--- config.mk ---
export PLATFORM = sky130hd
export DESIGN_NAME = ddor_win
export DESIGN_NICKNAME = d
export VERILOG_FILES = /design/src/rtl/core/ddor_pkg.sv /design/src/rtl/core/ddor_win.sv
export VERILOG_INCLUDE_DIRS = /design/src /design/src/rtl/core
export SDC_FILE = /design/constraint.sdc
export NUM_CORES = 2
export LEC_CHECK = 0
export BUFFER_PORTS_ARGS = -buffer_cell sky130_fd_sc_hd__buf_2
export CAP_MARGIN = 10
export CELL_PAD_IN_SITES_DETAIL_PLACEMENT = 0
export CELL_PAD_IN_SITES_GLOBAL_PLACEMENT = 1
export CORE_ASPECT_RATIO = 1.75
export CORE_MARGIN = 3
export CORE_UTILIZATION = 53
export CTS_CLUSTER_DIAMETER = 80
export DETAILED_ROUTE_END_ITERATION = 16
export PLACE_DENSITY = 0.85
export SLEW_MARGIN = 20
export SYNTH_ARGS = -nofsm -noshare
export SYNTH_HDL_FRONTEND = slang
export SYNTH_SLANG_ARGS = --single-unit
--- constraint.sdc ---
create_clock -name clk -period 38.8 [get_ports clk]
set_input_delay 3.88 -clock clk [delete_from_list [all_inputs] [get_ports clk]]
set_output_delay 3.88 -clock clk [all_outputs]
set_load 0.02 [all_outputs]
--- src/rtl/core/disk_dilation_outline_ring_core_macros.svh ---
// assertion macros shared by the outline ring core
// uses the clk and rst_n names of the module that expands them
`ifndef DISK_DILATION_OUTLINE_RING_CORE_MACROS_SVH
`define DISK_DILATION_OUTLINE_RING_CORE_MACROS_SVH

`ifndef NO_ASSERTIONS
// same-cycle implication
`define DDOR_ASSERT_IMP(lbl, ante, cons, msg) \
  lbl: assert property (@(posedge clk) disable iff (!rst_n) (ante) |-> (cons)) else $error(msg);
// next-cycle implication
`define DDOR_ASSERT_NXT(lbl, ante, cons, msg) \
  lbl: assert property (@(posedge clk) disable iff (!rst_n) (ante) |=> (cons)) else $error(msg);
`else
`define DDOR_ASSERT_IMP(lbl, ante, cons, msg)
`define DDOR_ASSERT_NXT(lbl, ante, cons, msg)
`endif

`endif

--- src/rtl/core/ddor_pkg.sv ---
// types, sizes and helpers of the outline ring core
// no dependencies
package ddor_pkg;

  localparam int MAX_WIDTH  = 1024;
  localparam int MAX_HEIGHT = 1024;
  localparam int MAX_RADIUS = 8;

  // fixed field widths
  localparam int PIX_W      = 8;
  localparam int POS_W      = 10;
  localparam int CFG_DIM_W  = 11;
  localparam int CFG_RAD_W  = 4;
  localparam int CFG_DATA_W = 11;
  localparam int CFG_IDX_W  = 2;

  // derived sizes
  localparam int XW     = $clog2(MAX_WIDTH);
  localparam int WW     = $clog2(MAX_WIDTH + 1);
  localparam int HW     = $clog2(MAX_HEIGHT + 1);
  localparam int YW     = $clog2(MAX_HEIGHT + MAX_RADIUS + 2);
  localparam int QYW    = $clog2(MAX_HEIGHT);
  localparam int RADW   = $clog2(MAX_RADIUS + 1);
  localparam int NSLOT  = 2 * MAX_RADIUS + 1;
  localparam int NROW   = 2 * MAX_RADIUS + 1;
  localparam int NH     = MAX_RADIUS + 1;
  localparam int HIW    = $clog2(NH);
  localparam int SLW    = $clog2(NSLOT);
  localparam int NG     = (NSLOT + 3) / 4;
  localparam int DLYW   = $clog2(MAX_RADIUS * MAX_WIDTH + MAX_RADIUS + 1);
  localparam int MEM_W  = 2 * MAX_RADIUS * PIX_W;

  localparam logic [PIX_W-1:0] PIX_MAX = 8'hFF;

  // register indexes
  localparam logic [CFG_IDX_W-1:0] REG_FRAME_WIDTH   = 2'd0;
  localparam logic [CFG_IDX_W-1:0] REG_FRAME_HEIGHT  = 2'd1;
  localparam logic [CFG_IDX_W-1:0] REG_STROKE_RADIUS = 2'd2;

  // register reset values
  localparam logic [CFG_DIM_W-1:0] RST_FRAME_WIDTH   = 11'd1024;
  localparam logic [CFG_DIM_W-1:0] RST_FRAME_HEIGHT  = 11'd1024;
  localparam logic [CFG_RAD_W-1:0] RST_STROKE_RADIUS = 4'd1;

  typedef logic [PIX_W-1:0] pix_t;
  typedef logic [NH-1:0][PIX_W-1:0] colmax_t;

  typedef struct packed {
    logic [WW-1:0]   width;
    logic [HW-1:0]   height;
    logic [RADW-1:0] radius;
  } geom_t;

  typedef struct packed {
    logic            emit;
    logic [XW-1:0]   qx;
    logic [QYW-1:0]  qy;
    logic            last;
  } meta_t;

  typedef struct packed {
    logic [XW-1:0] x;
    logic [YW-1:0] y;
    pix_t          pix;
    meta_t         meta;
  } item_t;

  // largest vertical half extent of the disk at horizontal offset d
  function automatic logic [HIW-1:0] disk_half(input logic [RADW-1:0] r,
                                                input logic [SLW-1:0] d);
    int rr;
    int dd;
    int res;
    int h;
    rr  = int'(r) * int'(r);
    dd  = int'(d) * int'(d);
    res = 0;
    for (h = 0; h <= MAX_RADIUS; h++) begin
      if (h * h + dd <= rr) res = h;
    end
    return HIW'(res);
  endfunction

endpackage

--- src/rtl/core/ddor_win.sv ---
// disk window of column maxima, horizontal maximum tree and result register
// depends on ddor_pkg and the assertion macros
`include "disk_dilation_outline_ring_core_macros.svh"
module ddor_win import ddor_pkg::*; (
  input  logic             clk,
  input  logic             rst_n,
  input  logic             col_v,
  input  colmax_t          col_max,
  input  meta_t            col_meta,
  input  geom_t            geom,
  input  logic             out_ready,
  output logic             adv,
  output logic             out_valid,
  output pix_t             out_alpha,
  output pix_t             out_color,
  output logic [POS_W-1:0] out_x,
  output logic [POS_W-1:0] out_y,
  output logic             out_last
);

  colmax_t        win_r [NSLOT];
  logic [HIW-1:0] hsel_r [NSLOT];
  logic           on_r [NSLOT];
  logic           s4_v_r, s5_v_r, out_v_r, out_v_nxt;
  meta_t          s4_meta_r, s5_meta_r;
  pix_t           s5_grp_r [NG];
  pix_t           s5_self_r;
  pix_t           tap [NSLOT];
  pix_t           grp [NG];
  pix_t           self_pix, best, alpha;
  pix_t           out_alpha_r;
  logic [POS_W-1:0] out_x_r, out_y_r;
  logic           out_last_r;
  logic           load;

  // disk shape per slot, follows the radius register
  always_ff @(posedge clk) begin
    for (int k = 0; k < NSLOT; k++) begin
      hsel_r[k] <= disk_half(geom.radius, SLW'((k > int'(geom.radius)) ?
                   k - int'(geom.radius) : int'(geom.radius) - k));
      on_r[k]   <= k <= 2 * int'(geom.radius);
    end
  end

  // horizontal taps: slots off the disk or off the frame read as zero
  always_comb begin
    self_pix = '0;
    for (int k = 0; k < NSLOT; k++) begin
      if (on_r[k] && int'(s4_meta_r.qx) + int'(geom.radius) - k >= 0 &&
          int'(s4_meta_r.qx) + int'(geom.radius) - k < int'(geom.width)) begin
        tap[k] = win_r[k][hsel_r[k]];
      end else begin
        tap[k] = '0;
      end
      if (k == int'(geom.radius)) self_pix = win_r[k][0];
    end
    for (int g = 0; g < NG; g++) begin
      grp[g] = '0;
      for (int j = 0; j < 4; j++) begin
        if (g * 4 + j < NSLOT) begin
          if (tap[g*4+j] > grp[g]) grp[g] = tap[g*4+j];
        end
      end
    end
  end

  // final maximum and ring alpha
  always_comb begin
    best = '0;
    for (int g = 0; g < NG; g++) begin
      if (s5_grp_r[g] > best) best = s5_grp_r[g];
    end
    alpha = (best > s5_self_r) ? best - s5_self_r : '0;
  end

  // the pipeline holds only when a result would overwrite a waiting one
  assign adv  = !(out_v_r && !out_ready && s5_v_r && s5_meta_r.emit);
  assign load = adv && s5_v_r && s5_meta_r.emit;

  always_comb begin
    out_v_nxt = out_v_r;
    if (load) out_v_nxt = 1'b1;
    else if (out_ready) out_v_nxt = 1'b0;
  end

  // control registers
  always_ff @(posedge clk) begin
    if (!rst_n) begin
      s4_v_r  <= 1'b0;
      s5_v_r  <= 1'b0;
      out_v_r <= 1'b0;
    end else begin
      if (adv) begin
        s4_v_r <= col_v;
        s5_v_r <= s4_v_r;
      end
      out_v_r <= out_v_nxt;
    end
  end

  // window shift, stage payload and result payload
  always_ff @(posedge clk) begin
    if (adv && col_v) begin
      win_r[0] <= col_max;
      for (int k = 1; k < NSLOT; k++) win_r[k] <= win_r[k-1];
    end
    if (adv) begin
      s4_meta_r <= col_meta;
      s5_meta_r <= s4_meta_r;
      s5_self_r <= self_pix;
      for (int g = 0; g < NG; g++) s5_grp_r[g] <= grp[g];
    end
    if (load) begin
      out_alpha_r <= alpha;
      out_x_r     <= POS_W'(s5_meta_r.qx);
      out_y_r     <= POS_W'(s5_meta_r.qy);
      out_last_r  <= s5_meta_r.last;
    end
  end

  assign out_valid = out_v_r;
  assign out_alpha = out_alpha_r;
  assign out_color = (out_alpha_r != '0) ? PIX_MAX : '0;
  assign out_x     = out_x_r;
  assign out_y     = out_y_r;
  assign out_last  = out_last_r;

  `DDOR_ASSERT_IMP(a_center_in_disk, s5_v_r && s5_meta_r.emit, best >= s5_self_r, "disk maximum below own coverage, window misaligned")
  `DDOR_ASSERT_IMP(a_end_corner, out_v_r && out_last_r, int'(out_x_r) == int'(geom.width) - 1, "frame end flagged off the last column")

endmodule

==> summary.md <==
| Metric | Value |
|---|---|
| Status | finished clean |
| End point of the critical path | s5_grp_r[0][9] |
| Post-synthesis instance area | 0.0978 mm² |
| CTS clk-pin slew, worst paths | 0.06 ns |
| FFs w/ async S/R, synth | 0% |
| Pwr Total | 7.98 mW |
| Drc violations | 0 |
| EDFF count, synth | 1,345 |
| Die Span X | 331 µm |
| Design area | 0.106 mm² |
| Critical path's most frequent cell | o21a_1 |
| FF+latch count, synth | 1,432 |
| DR vias | 70,600 |
| Synth Instances | 8,546 |
| R2r setup slk | 25.36 ns |
| Commonest non-fill, non-tap cell in the layout | edfxtp_1 |
| Pwr Density | 75.0 mW/mm² |
| Max-cap violations | 0 |
| Layout cells sized above 1 | 11.8% |
| PostCTS Resize Cnt | 0 |
| Critical path peak fanout | 18 |
| Final wirelength | 286 mm |
| Clock Latency Late Sink | 0.78 ns |
| Die area | 0.190 mm² |
| Most frequent cells in the layout | edfxtp_1 (1,345), ha_1 (1,149), nand2_1 (634) |
| GRT Residual Overflow | 0 |
| Mux share of post-synthesis cell area | 8.42% |
| # Post-CTS Setup Buffers | 0 |
| Least-Margin Pin Slew | 1.28 ns |
| IO Port Bufs | 151 |
| CTS tree | yes |
| Iter 0 DRT Violations | 5,184 |
| FMAX | 58.9 MHz |
| Lkg Pwr | 42.5 nW |
| Syn Area/Cell | 11.4 µm² |
| Area delta synth->final | 8.81% |
| Fin nets | 10,000 |
| Die height | 574 µm |
| Complex-gate fraction of the synthesized area | 13.7% |
| GPL Wtd Cong | 0.974 |
| Simple-gate portion of the synthesized area | 11.2% |
| Slew headroom | 13.4% |
| Number of vias per cell | 6.27 |
| Setup crit start | geom[1] |
| Seq/Total Area, Yosys | 43.1% |
| Yosys warns | 0 |
| Worst path required time | 39.37 ns |
| Area after DPL | 0.102 mm² |
| Final non-filler cell total | 11,300 |
| Filler cells | 14,800 |
| DR pass1 iterations | 6 |
| Dpl ws | 21.45 ns |
| Skew final | 0.0377 ns |
| Worst hold path class | flip-flop to flip-flop |
| Total Routing Usage GR | 29.8% |
| Post-DP HPWL | 215 mm |
| Placed Cells | 11,000 |
| Setup TNS | 0 ns |
| RSZ-0062 raised after global routing | no |
| Reg2reg path depth | 46 |
| First-pass GRT wire length | 431 mm |
| WL/cell | 25.4 µm |
| Top_reg_cell synth | edfxtp_1 |
| R2R Path End | s5_grp_r[0][9] |
| Post-synthesis adder-cell area fraction | 15.5% |
| Num CTS Buffers | 137 |
| R2R Path Start | s4_meta_r[12] |
| I/O pins | 163 |
| VDD IR max | 0.0804 mV |
| Fin crit share | 43.7% |
| CTS Root Cell | clkbuf_16 |
| Rows | 208 |
| Vias in the first global route | 73,000 |
| Post-Synth XOR/XNOR Area | 5.05% |
| Largest stage delay, worst path | 0.93 ns |
| Minimum clock period | 16.97 ns |
| Largest family of logic cells by synthesized area | adder cells |
| Pin count of the biggest net entering global routing | 223 |
| DRT antenna net count | 0 |
| Setup-failing EPs final | 0 |
| CP Capture Type | flip-flop |
| Worst path slowest cell | nor4b_2 |
| Worst-case clock buffer depth | 3 |
| Setup WS post-layout | 21.83 ns |
| Final Hold Violating Endpoints | 0 |
| CTS sink count | 1,432 |
| Starting density of the core | 53.3% |
| Startpoint types | input port |
| Critical path class | input port to flip-flop |
| Core Footprint | 0.183 mm² |
| CP arrival | 17.54 ns |
| Post-CTS Hold Buffers | 0 |
| Slew Viols, Final | 0 |
| Netlist cell types | 140 |
| H-tree depth | 4 |
| Initial antenna violation count | 7 |
[layer usage]
layer  vias up  global-route usage (%)  part of all wire [%]
met5         -                       0                 0.010
met4         4                    20.5                   8.0
met3       833                    4.21                   5.1
met1     34600                    31.2                    35
met2      2444                    54.4                    52
li1      32700                       -                     -
[through the flow]
stage | hold slack, ns | util [%]
floorplan | 0.400 | -
global placement | 0.400 | 55.5
detailed placement | 0.405 | 55.5
CTS | 0.416 | 58.0
global route | 0.427 | 58.0
finish | 0.415 | 58.0
[flip-flops by register name, summed over array words and instances, names as in the netlist]
register / count
win_r: 1224
hsel_r: 68
s5_grp_r: 40
s4_meta_r: 22
s5_meta_r: 22
on_r: 16
out_x: 10
out_y: 10
out_alpha: 8
s5_self_r: 8
out_last: 1
out_valid: 1
s4_v_r: 1
s5_v_r: 1
[report_power, final]
group / total (mW) / leakage [nW] / internal, mW / switching [mW]
combinational: 4.64 / 26.4 / 1.89 / 2.75
sequential: 2.02 / 14.0 / 1.88 / 0.131
clock: 1.32 / 2.15 / 0.726 / 0.598
[cell type report]
cell class	count	area [µm²]	area share, %
clock buffers	174	3640	3.42
inverters	461	1740	1.63
well taps	2415	3020	2.84
multi-input cells	6345	52800	49.6
diodes	8	20.0	0.0188
repair buffers	343	2240	2.10
flip-flops and latches	1432	42100	39.6
clock inverters	77	821	0.771
[worst min path at each step]
stage / to / depth (start not counted) / from
2_1_floorplan: out_last / 0 / s5_meta_r[0]
3_3_place_gp: out_x[6] / 0 / s5_meta_r[17]
3_5_place_dp: s5_meta_r[0] / 0 / s4_meta_r[0]
4_1_cts: s5_meta_r[2] / 0 / s4_meta_r[2]
5_1_grt: s5_meta_r[2] / 0 / s4_meta_r[2]
6_report: s5_meta_r[2] / 0 / s4_meta_r[2]
[cells in the mapped netlist (29+ instances only)]
master | instances | share of area (%)
a211oi_1 | 48 | 0.37
a21o_1 | 202 | 1.6
a21oi_1 | 423 | 2.2
a22oi_1 | 36 | 0.28
a31oi_1 | 55 | 0.35
and2_1 | 86 | 0.55
and3_1 | 41 | 0.26
buf_1 | 69 | 0.26
buf_2 | 35 | 0.18
clkbuf_1 | 174 | 0.67
dfxtp_1 | 87 | 1.8
edfxtp_1 | 1345 | 41
fa_1 | 35 | 0.72
ha_1 | 1152 | 15
inv_1 | 441 | 1.7
mux2i_1 | 182 | 1.9
mux4_2 | 272 | 6.3
nand2_1 | 634 | 2.4
nand2b_1 | 82 | 0.52
nand3_1 | 213 | 1.1
nand4_1 | 65 | 0.42
nor2_1 | 483 | 1.9
nor2b_1 | 166 | 1.1
nor3_1 | 132 | 0.68
nor3b_1 | 30 | 0.23
nor4_1 | 55 | 0.35
o211ai_1 | 102 | 0.78
o21a_1 | 158 | 1.2
o21ai_0 | 376 | 1.9
o21bai_1 | 57 | 0.44
o22ai_1 | 51 | 0.33
or2_2 | 29 | 0.19
or3_1 | 34 | 0.22
xnor2_1 | 417 | 3.7
xor2_1 | 104 | 0.93
[critical path: cells and delay by family]
kind	cells	cell delay, ns
AOI/OAI and AO/OA	19	5.00
xor gates and xnor gates	1	0.19
and+or+nand+nor	14	3.95
adders and majority gates	6	1.79
buffers and inverters	10	2.63
[cell families (layout without fill, tap and decap cells)]
family	Yosys count	in the layout
AO/OA/AOI/OAI	1944	1944
buffers and inverters	770	1055
other	2	11
multiplexers	479	479
adder cells (fa/ha/maj)	1187	1187
XOR/XNOR	542	542
flip-flops	1432	1432
AND/OR/NAND/NOR	2190	2190
No activity file was read; power rests on OpenSTA's default activity.
