<file path="src/rtl/core/disk_dilation_outline_ring_core_macros.svh">
// assertion macros shared by the outline ring core
// uses the clk and rst_n names of the module that expands them
`ifndef DISK_DILATION_OUTLINE_RING_CORE_MACROS_SVH
`define DISK_DILATION_OUTLINE_RING_CORE_MACROS_SVH

`ifndef NO_ASSERTIONS
// same-cycle implication
`define DDOR_ASSERT_IMP(lbl, ante, cons, msg) \
  lbl: assert property (@(posedge clk) disable iff (!rst_n) (ante) |-> (cons)) else $error(msg);
// next-cycle implication
`define DDOR_ASSERT_NXT(lbl, ante, cons, msg) \
  lbl: assert property (@(posedge clk) disable iff (!rst_n) (ante) |=> (cons)) else $error(msg);
`else
`define DDOR_ASSERT_IMP(lbl, ante, cons, msg)
`define DDOR_ASSERT_NXT(lbl, ante, cons, msg)
`endif

`endif

</file>
<file path="src/rtl/core/ddor_pkg.sv">
// types, sizes and helpers of the outline ring core
// no dependencies
package ddor_pkg;

  localparam int MAX_WIDTH  = 1024;
  localparam int MAX_HEIGHT = 1024;
  localparam int MAX_RADIUS = 8;

  // fixed field widths
  localparam int PIX_W      = 8;
  localparam int POS_W      = 10;
  localparam int CFG_DIM_W  = 11;
  localparam int CFG_RAD_W  = 4;
  localparam int CFG_DATA_W = 11;
  localparam int CFG_IDX_W  = 2;

  // derived sizes
  localparam int XW     = $clog2(MAX_WIDTH);
  localparam int WW     = $clog2(MAX_WIDTH + 1);
  localparam int HW     = $clog2(MAX_HEIGHT + 1);
  localparam int YW     = $clog2(MAX_HEIGHT + MAX_RADIUS + 2);
  localparam int QYW    = $clog2(MAX_HEIGHT);
  localparam int RADW   = $clog2(MAX_RADIUS + 1);
  localparam int NSLOT  = 2 * MAX_RADIUS + 1;
  localparam int NROW   = 2 * MAX_RADIUS + 1;
  localparam int NH     = MAX_RADIUS + 1;
  localparam int HIW    = $clog2(NH);
  localparam int SLW    = $clog2(NSLOT);
  localparam int NG     = (NSLOT + 3) / 4;
  localparam int DLYW   = $clog2(MAX_RADIUS * MAX_WIDTH + MAX_RADIUS + 1);
  localparam int MEM_W  = 2 * MAX_RADIUS * PIX_W;

  localparam logic [PIX_W-1:0] PIX_MAX = 8'hFF;

  // register indexes
  localparam logic [CFG_IDX_W-1:0] REG_FRAME_WIDTH   = 2'd0;
  localparam logic [CFG_IDX_W-1:0] REG_FRAME_HEIGHT  = 2'd1;
  localparam logic [CFG_IDX_W-1:0] REG_STROKE_RADIUS = 2'd2;

  // register reset values
  localparam logic [CFG_DIM_W-1:0] RST_FRAME_WIDTH   = 11'd1024;
  localparam logic [CFG_DIM_W-1:0] RST_FRAME_HEIGHT  = 11'd1024;
  localparam logic [CFG_RAD_W-1:0] RST_STROKE_RADIUS = 4'd1;

  typedef logic [PIX_W-1:0] pix_t;
  typedef logic [NH-1:0][PIX_W-1:0] colmax_t;

  typedef struct packed {
    logic [WW-1:0]   width;
    logic [HW-1:0]   height;
    logic [RADW-1:0] radius;
  } geom_t;

  typedef struct packed {
    logic            emit;
    logic [XW-1:0]   qx;
    logic [QYW-1:0]  qy;
    logic            last;
  } meta_t;

  typedef struct packed {
    logic [XW-1:0] x;
    logic [YW-1:0] y;
    pix_t          pix;
    meta_t         meta;
  } item_t;

  // largest vertical half extent of the disk at horizontal offset d
  function automatic logic [HIW-1:0] disk_half(input logic [RADW-1:0] r,
                                                input logic [SLW-1:0] d);
    int rr;
    int dd;
    int res;
    int h;
    rr  = int'(r) * int'(r);
    dd  = int'(d) * int'(d);
    res = 0;
    for (h = 0; h <= MAX_RADIUS; h++) begin
      if (h * h + dd <= rr) res = h;
    end
    return HIW'(res);
  endfunction

endpackage

</file>
<file path="src/rtl/core/ddor_ctrl.sv">
// configuration registers, frame geometry and raster position counters
// depends on ddor_pkg and the assertion macros
`include "disk_dilation_outline_ring_core_macros.svh"
module ddor_ctrl import ddor_pkg::*; (
  input  logic                  clk,
  input  logic                  rst_n,
  input  logic                  cfg_we,
  input  logic [CFG_IDX_W-1:0]  cfg_index,
  input  logic [CFG_DATA_W-1:0] cfg_data,
  input  logic                  take,
  input  pix_t                  coverage,
  input  logic                  drain,
  output geom_t                 geom,
  output item_t                 item
);

  logic [CFG_DIM_W-1:0] fw_r, fw_nxt, fh_r, fh_nxt;
  logic [CFG_RAD_W-1:0] rad_r, rad_nxt;
  logic [XW-1:0]        xi_r, xi_nxt, qx_r, qx_nxt;
  logic [YW-1:0]        yi_r, yi_nxt;
  logic [QYW-1:0]       qy_r, qy_nxt;
  logic [DLYW-1:0]      n_r, n_nxt;
  logic [DLYW-1:0]      delay;
  logic                 emit, in_frame, x_end, qx_end, qy_end, last, restart;

  // clamped geometry
  always_comb begin
    if (fw_r == '0) geom.width = WW'(1);
    else if (int'(fw_r) > MAX_WIDTH) geom.width = WW'(MAX_WIDTH);
    else geom.width = WW'(fw_r);
    if (fh_r == '0) geom.height = HW'(1);
    else if (int'(fh_r) > MAX_HEIGHT) geom.height = HW'(MAX_HEIGHT);
    else geom.height = HW'(fh_r);
    if (rad_r == '0) geom.radius = RADW'(1);
    else if (int'(rad_r) > MAX_RADIUS) geom.radius = RADW'(MAX_RADIUS);
    else geom.radius = RADW'(rad_r);
  end

  // lag between a pixel and its result, in items
  assign delay = DLYW'(geom.radius) * DLYW'(geom.width) + DLYW'(geom.radius);

  // current item
  assign emit     = n_r >= delay;
  assign in_frame = int'(yi_r) < int'(geom.height);
  assign x_end    = int'(xi_r) == int'(geom.width) - 1;
  assign qx_end   = int'(qx_r) == int'(geom.width) - 1;
  assign qy_end   = int'(qy_r) == int'(geom.height) - 1;
  assign last     = emit && qx_end && qy_end;

  assign item.x         = xi_r;
  assign item.y         = yi_r;
  assign item.pix       = (drain || !in_frame) ? '0 : coverage;
  assign item.meta.emit = emit;
  assign item.meta.qx   = qx_r;
  assign item.meta.qy   = qy_r;
  assign item.meta.last = last;

  // next state
  always_comb begin
    fw_nxt  = fw_r;
    fh_nxt  = fh_r;
    rad_nxt = rad_r;
    xi_nxt  = xi_r;
    yi_nxt  = yi_r;
    qx_nxt  = qx_r;
    qy_nxt  = qy_r;
    n_nxt   = n_r;
    restart = 1'b0;
    if (cfg_we) begin
      case (cfg_index)
        REG_FRAME_WIDTH: begin
          fw_nxt  = CFG_DIM_W'(cfg_data);
          restart = 1'b1;
        end
        REG_FRAME_HEIGHT: begin
          fh_nxt  = CFG_DIM_W'(cfg_data);
          restart = 1'b1;
        end
        REG_STROKE_RADIUS: begin
          rad_nxt = cfg_data[CFG_RAD_W-1:0];
          restart = 1'b1;
        end
        default: begin
          restart = 1'b0;
        end
      endcase
    end else if (take) begin
      if (x_end) begin
        xi_nxt = '0;
        yi_nxt = yi_r + YW'(1);
      end else begin
        xi_nxt = xi_r + XW'(1);
      end
      if (!emit) n_nxt = n_r + DLYW'(1);
      if (emit) begin
        if (qx_end) begin
          qx_nxt = '0;
          qy_nxt = qy_r + QYW'(1);
        end else begin
          qx_nxt = qx_r + XW'(1);
        end
      end
      if (last) restart = 1'b1;
    end
    if (restart) begin
      xi_nxt = '0;
      yi_nxt = '0;
      qx_nxt = '0;
      qy_nxt = '0;
      n_nxt  = '0;
    end
  end

  // registers
  always_ff @(posedge clk) begin
    if (!rst_n) begin
      fw_r  <= RST_FRAME_WIDTH;
      fh_r  <= RST_FRAME_HEIGHT;
      rad_r <= RST_STROKE_RADIUS;
      xi_r  <= '0;
      yi_r  <= '0;
      qx_r  <= '0;
      qy_r  <= '0;
      n_r   <= '0;
    end else begin
      fw_r  <= fw_nxt;
      fh_r  <= fh_nxt;
      rad_r <= rad_nxt;
      xi_r  <= xi_nxt;
      yi_r  <= yi_nxt;
      qx_r  <= qx_nxt;
      qy_r  <= qy_nxt;
      n_r   <= n_nxt;
    end
  end

  `DDOR_ASSERT_IMP(a_lag_bound, 1'b1, n_r <= delay, "lag counter ran past the window delay")
  `DDOR_ASSERT_NXT(a_cfg_restart, cfg_we && cfg_index == REG_STROKE_RADIUS, n_r == '0 && qx_r == '0, "radius write did not restart the frame")

endmodule

</file>
<file path="config.mk">
export PLATFORM = sky130hd
export DESIGN_NAME = ddor_ctrl
export DESIGN_NICKNAME = d
export VERILOG_FILES = /design/src/rtl/core/ddor_pkg.sv /design/src/rtl/core/ddor_ctrl.sv
export VERILOG_INCLUDE_DIRS = /design/src /design/src/rtl/core
export SDC_FILE = /design/constraint.sdc
export NUM_CORES = 1
export LEC_CHECK = 0
export BUFFER_PORTS_ARGS = -buffer_cell sky130_fd_sc_hd__buf_2
export CORE_ASPECT_RATIO = 1.2
export CORE_MARGIN = 2
export CORE_UTILIZATION = 40
export CTS_CLUSTER_DIAMETER = 40
export DETAILED_ROUTE_END_ITERATION = 10
export SLEW_MARGIN = 20
export SYNTH_ARGS = -nofsm -noshare
export SYNTH_HDL_FRONTEND = slang
export SYNTH_SLANG_ARGS = --single-unit
</file>
<file path="constraint.sdc">
create_clock -name clk -period 7.7 [get_ports clk]
set_clock_uncertainty 0.15 [all_clocks]
set_input_delay 1.155 -clock clk [delete_from_list [all_inputs] [get_ports clk]]
set_output_delay 1.155 -clock clk [all_outputs]
set_load 0.01 [all_outputs]
</file>
==> metrics, run 1 <==
mux cell area share after synthesis=4.04%; most frequent CP cell=fa_1; clock-pin slew on the worst setup and hold paths=60 ps; crit-path cells=nor4_4, a41oi_2, nor2_2, inv_1, nor2_2, fa_1, fa_1, fa_1, ha_1, nor2b_1, o21ai_0, nand2b_1, a21o_1, a31o_2, a41oi_2, a21oi_1, xnor2_1, ha_1, nand4_1, a211oi_2, a21o_1, and3_1, buf_2; uppermost layer routed=met4; via count=between 6,000 and 7,000; Compound-Gate Fraction of Synth Area=13.1%; Syn Nets=slightly above 1,000; most common cell in the netlist=nor2_1; post-synth top area cell=dfxtp_1; total congestion overflow=0; M1 wire length=9.45 mm; main area contributors after synthesis=dfxtp_1, ha_1, nor2_1, fa_1, xor2_1; post-synthesis simple-gate area fraction=a little under a third; asr flop ratio synth=0%; final-stage net count=1,102; post-synthesis cell type count=77; final worst setup slack=437 ps; Iter 0 DRT Violations=546; largest net degree at the start of global routing=31; Avg Inst Size Synth=7.94 sq um; Leakage=3.88 nW; latest clock arrival within the worst-skew pair=roughly 340 ps; Final setup viols=0; register bit total from synthesis=~80; peak supply drop=0.0790 mV; 1st-pass router iterations=4; vias in the first global route=6,293; register area share after synthesis=22.3%; met2 routed WL=10.1 mm; Hold Fails Final Rpt=0; arrival time worst endpoint=5960 ps; Max Clk Rate=0.138 GHz; Die Height=152 um; Crit-path slowest cell=fa_1; Slew @ Worst Pin=869 ps; Buffers & Inverters on Critical Path=2; Via-to-Cell Ratio=5.61; Top FF cell, synth=dfxtp_1; Post-synth EDFFs=0; run status=complete, no violations; Final Routed Wirelength=21.0 mm; Core Footprint=0.0180 sq mm; placed cell count=1,205; Final Slew Violations=0; ANT nets after route=0; row count=between 50 and 60; CP top delay family=adder cells; Mapped Area=0.00728 sq mm; WL/cell=between 15 and 20 um; path type of the worst setup path=reg2out; worst min path class=reg2reg; synth cell count leaders=nor2_1, dfxtp_1, nand2_1; Max Fanout on Critical Path=11; pre-CTS setup slack=~440 ps; Die ar.=slightly below 0.02 sq mm; WL met3=976 um; placed cell area=between 0.007 and 0.008 sq mm; Final Non-Filler Cells=1,226; root buffer cell=clkbuf_16; Initial Util=about two fifths; GPL Wtd Cong=0.990; GRT Total Usage=21.7%; worst endpoint required time=6390 ps; Syn Inst Count=916; largest family of logic cells by synthesized area=simple AND/OR/NAND/NOR gates; Synth Area in XOR/XNOR=7.94%; Max transition margin=41.6%; Synth top area share=22.3%; # diodes=0; fin crit share=between 90% and 100%; Cell Pwr Density=122 mW/mm^2; Max Cap Viol=0; Num CTS Buffers=9; drt drc=0; post-route design area=0.00835 sq mm; Final Critical Period=7260 ps; CTS tree=yes; Max Root-Sink Buffers=2; hpwl dp=approximately 16 mm; CP max stage delay=roughly 550 ps; startpoint types=flop; fraction of layout cells with a size suffix above 1=16.7%; chip width=between 100 and 150 um; Critical Path Sink Type=primary output; initial antenna violation count=1; first-pass GRT wire length=33.3 mm; IO buf count=102; Yosys warnings=0; hold_buf cts=0; CTS H-tree depth=3; Post-Synth Adder-Cell Area=15.6%; IO Count=103; clk sink count=81; Area Growth Syn to Fin=14.8%
==> cell usage in the layout (no fill, tap or decap), types with 5 or more instances in the layout <==
master,n
a211oi_1,8
a21o_1,9
a21oi_1,27
and2_1,14
and3_1,11
and4_1,7
buf_2,102
buf_4,22
clkbuf_16,9
dfxtp_1,80
fa_1,20
ha_1,59
inv_1,56
mux2i_1,26
nand2_1,73
nand2b_1,16
nand3_1,25
nand4_1,32
nand4b_1,8
nor2_1,113
nor2b_1,32
nor3_1,26
nor4_1,11
nor4b_1,5
o2111ai_1,7
o211ai_1,8
o21ai_0,19
o31ai_1,5
or3_1,6
or4_1,6
xnor2_1,32
xor2_1,34
==> worst reg2reg max path, delay by kind of cell, from the launching register on <==
kind | cells | cell delay [ps]
AO/OA/AOI/OAI | 9 | 1670
XOR/XNOR | 1 | 150
adder cells (fa/ha/maj) | 5 | 2090
buffers and inverters | 3 | 520
flip-flops | 1 | 380
AND/OR/NAND/NOR | 9 | 1860
==> layout make-up <==
| class | count | area (sq um) |
|---|---|---|
| tap | 224 | 280 |
| inverter | 56 | 210 |
| clock inverter | 4 | 53.8 |
| sequential | 81 | 1620 |
| multi-input combinational | 723 | 5240 |
| fill | 1820 | 9690 |
| clock buffer | 12 | 236 |
| timing repair buffer | 126 | 707 |
==> path summary, 6_finish.rpt <==
kind	startpoint	end	slack [ps]	cells after the start
worst min register to register	rad_r[0]	rad_r[0]	360	2
worst max register to register	fw_r[6]	n_r[1]	760	27
worst max-delay path	fw_r[6]	item[0]	440	23
worst min-delay path	rad_r[0]	rad_r[0]	360	2
==> metal layers <==
metal  vias to the layer above  track usage [%]
li1                       3404                -
met1                      3239             29.3
met2                       199             36.0
met3                        33             3.02
met4                         0             6.59
met5                         -                0
==> registers in the layout (all words and copies together) (netlist names) <==
| name | count |
|---|---|
| fh_r | 11 |
| n_r | 14 |
| qy_r | 10 |
| yi_r | 11 |
| rad_r | 4 |
| qx_r | 10 |
| fw_r | 11 |
| xi_r | 10 |
==> logic make-up after synthesis <==
family,count (synthesis)
XOR/XNOR,66
flip-flops,81
multiplexers,29
AND/OR/NAND/NOR,415
adder cells (fa/ha/maj),79
buffers and inverters,112
AO/OA/AOI/OAI,134
==> power breakdown <==
part / leakage [nW] / switching, mW / internal [mW]
registers: 0.655 / 0.00954 / 0.424
logic: 3.09 / 0.0953 / 0.0633
clock network: 0.133 / 0.173 / 0.252
==> what timing repair did <==
| action | 4_1_cts | 5_1_grt |
|---|---|---|
| buffers inserted | 0 | 4 |
| gates resized for setup | 0 | 7 |
| setup endpoints to repair | 0 | 43 |
==> through the flow <==
| step | power (mW) | hold WS [ps] | setup TNS, ps | util (%) |
|---|---|---|---|---|
| global route | 1.06 | 398 | -5.98 | 46.3 |
| finish | 1.02 | 355 | 0 | 46.3 |
| global placement | 0.595 | 346 | 0 | 44.3 |
| detailed placement | 0.596 | 342 | 0 | 44.3 |
| floorplan | 0.547 | 289 | 0 | - |
| CTS | 1.02 | 358 | 0 | 45.9 |
No activity file was read; power rests on OpenSTA's default activity.
==> run 2: changes to the inputs <==
- ABC_AREA: default -> 1
- BUFFER_PORTS_ARGS: -buffer_cell sky130_fd_sc_hd__buf_2 -> -buffer_cell sky130_fd_sc_hd__buf_4
==> metrics, run 2 <==
Max transition margin=57.6% (was 41.6%); first-pass GRT wire length=33.1 mm (was 33.3 mm); Cell Pwr Density=135 mW/mm^2 (was 122 mW/mm^2); Setup TNS Final=0 ps (unchanged); Via-to-Cell Ratio=5.08 (was 5.61); Buffers & Inverters on Critical Path=1 (was 2); placed cell count=1,367 (was 1,205); IO buf count=102 (unchanged); post-synth top area cell=dfxtp_1 (unchanged); WL/cell=15.0 um (was 17.1 um); ANT nets after route=0 (unchanged); Final setup viols=0 (unchanged); commonest non-fill, non-tap cell in the layout=nand2_1 (was nor2_1); Iter 0 DRT Violations=443 (was 546); via count=7,074 (was 6,875); Max Root-Sink Buffers=2 (unchanged); 1st-pass router iterations=5 (was 4); Post-synth EDFFs=0 (unchanged); Final Slew Violations=0 (unchanged); Area Growth Syn to Fin=23.9% (was 14.8%); Syn Inst Count=1,053 (was 916); drt drc=0 (unchanged); hold_buf cts=0 (unchanged); Crit-path slowest cell=fa_1 (unchanged); Mapped Area=0.00694 sq mm (was 0.00728 sq mm); Die Height=148 um (was 152 um); post-route design area=0.00859 sq mm (was 0.00835 sq mm); Final Critical Period=7480 ps (was 7260 ps); Slew @ Worst Pin=631 ps (was 869 ps); clock-pin slew on the worst setup and hold paths=70 ps (was 60 ps); arrival time worst endpoint=6170 ps (was 5960 ps); startpoint types=flop (unchanged); # diodes=0 (unchanged); CP max stage delay=530 ps (was 550 ps); hpwl dp=16.6 mm (was 16.5 mm); register bit total from synthesis=81 (unchanged); largest net degree at the start of global routing=30 (was 31); Max Fanout on Critical Path=6 (was 11); clk sink count=81 (unchanged); Top FF cell, synth=dfxtp_1 (unchanged); IO Count=103 (unchanged); asr flop ratio synth=0% (unchanged); Hold Fails Final Rpt=0 (unchanged); peak supply drop=0.121 mV (was 0.0790 mV); initial antenna violation count=0 (was 1); Avg Inst Size Synth=6.59 sq um (was 7.94 sq um); GPL Wtd Cong=0.886 (was 0.990); vias in the first global route=6,669 (was 6,293); most common cell in the netlist=nand2_1 (was nor2_1); Die ar.=0.0184 sq mm (was 0.0193 sq mm); commonest non-fill, non-tap cells in the layout=nand2_1, nor2_1, inv_1, buf_4, nand3_1 (was nor2_1, buf_2, dfxtp_1, nand2_1, ha_1); hold_ws=323 ps (was 355 ps); GRT Total Usage=22.2% (was 21.7%); Max Cap Viol=0 (unchanged); worst endpoint required time=6390 ps (about the same); CTS H-tree depth=3 (unchanged); row count=52 (was 54); Yosys warnings=0 (unchanged); synth cell count leaders=nand2_1, nor2_1, inv_1 (was nor2_1, dfxtp_1, nand2_1); Largest Register=n_r (unchanged); chip width=124 um (was 127 um); Final Non-Filler Cells=1,392 (was 1,226); path type of the worst setup path=reg2out (unchanged); Core Footprint=0.0169 sq mm (was 0.0180 sq mm); main area contributors after synthesis=dfxtp_1, nand2_1, ha_1, nor2_1, inv_1 (was dfxtp_1, ha_1, nor2_1, fa_1, xor2_1); Initial Util=41.0% (was 40.3%); Final Routed Wirelength=20.8 mm (was 21.0 mm); register area share after synthesis=23.4% (was 22.3%); run status=complete, no violations (unchanged); fin crit share=97.1% (was 94.3%); fraction of layout cells with a size suffix above 1=17.6% (was 16.7%); placed cell area=0.00799 sq mm (was 0.00798 sq mm); Max Clk Rate=0.134 GHz (was 0.138 GHz); CP top delay family=simple AND/OR/NAND/NOR gates (was adder cells); root buffer cell=clkbuf_16 (unchanged); total congestion overflow=0 (unchanged); Syn Nets=1,158 (was 1,021); post-synthesis cell type count=40 (was 77); worst min path class=reg2reg (unchanged); fillers=1,788 (was 1,820); Synth top area share=23.4% (was 22.3%); Num CTS Buffers=9 (unchanged); Leakage=3.99 nW (was 3.88 nW); utilization after layout=50.8% (was 46.3%); final-stage net count=1,276 (was 1,102); CTS tree=yes (unchanged); Critical Path Sink Type=primary output (unchanged); Largest register FFs=14 (unchanged); latest clock arrival within the worst-skew pair=350 ps (was 340 ps)
## run 2: changes by cell type in the layout (fill, tap and decap cells not counted), moves of 26 or more
cell	change
a21oi_1	+38
buf_2	-102
buf_4	+108
inv_1	+84
mux2i_1	-26
nand2_1	+129
nand3_1	+66
nor2_1	+42
nor2b_1	-32
## run 2: worst paths after layout
kind | startpoint | endpoint | slack [ps] | cells after the start
hold / removal | fh_r[0] | fh_r[0] | 320 | 2
setup reg to reg | fw_r[6] | qx_r[9] | 640 | 33
hold reg to reg | fh_r[0] | fh_r[0] | 320 | 2
setup / recovery | fw_r[6] | item[0] | 220 | 30
## run 2: cell families (layout without fill, tap and decap cells)
group | after synthesis | after routing | synth area share, %
xor+xnor | 49 | 49 | 6.19
flops | 81 | 81 | 23.4
buf+inv | 170 | 292 | 9.90
simple gates | 537 | 538 | 33.2
compound gates | 137 | 137 | 10.9
fa+ha+maj | 79 | 79 | 16.4
## run 2: routing by layer
| metal | part of all wire, % | global-route usage, % |
|---|---|---|
| met1 | 46 | 28.7 |
| met2 | 47 | 37.5 |
| met3 | 4.0 | 3.45 |
| met4 | 2.3 | 7.92 |
| met5 | 0 | 0 |
## run 2: final cells by class
class,instances,area (sq um),share of cell area [%]
Sequential cell,81,1630,18.9
Clock buffer,9,225,2.62
Clock inverter,7,78.8,0.917
Multi-Input combinational cell,803,4860,56.6
Timing Repair Buffer,131,987,11.5
Inverter,145,544,6.33
Tap cell,216,270,3.15
## run 2: metrics by stage
step / total power [mW] / setup WS [ps]
2_1_floorplan: 0.609 / 624
3_3_place_gp: 0.689 / 230
3_5_place_dp: 0.688 / 138
4_1_cts: 1.15 / 27.8
5_1_grt: 1.22 / -76.8
6_report: 1.16 / 223
## run 2: power by group
part           total (mW)  switching, mW  leakage [nW]  internal (mW)
clock network       0.452          0.197         0.144          0.255
registers           0.435        0.00859         0.657          0.427
logic               0.273          0.172          3.19          0.101
## run 2: timing repair
item | CTS | global route
gates resized for setup | 6 | 46
pin swaps | 2 | 14
gates cloned | 0 | 1
endpoints found under the setup margin | 1 | 1
buffers inserted | 3 | 5
## run 2: worst reg2reg max path: cells and delay by family (launching register included)
kind | cells | cell delay, ps
AOI/OAI and AO/OA | 7 | 1130
xor gates and xnor gates | 2 | 260
adders and majority gates | 5 | 2010
buffers and inverters | 2 | 360
and+or+nand+nor | 17 | 2680
DFF | 1 | 350
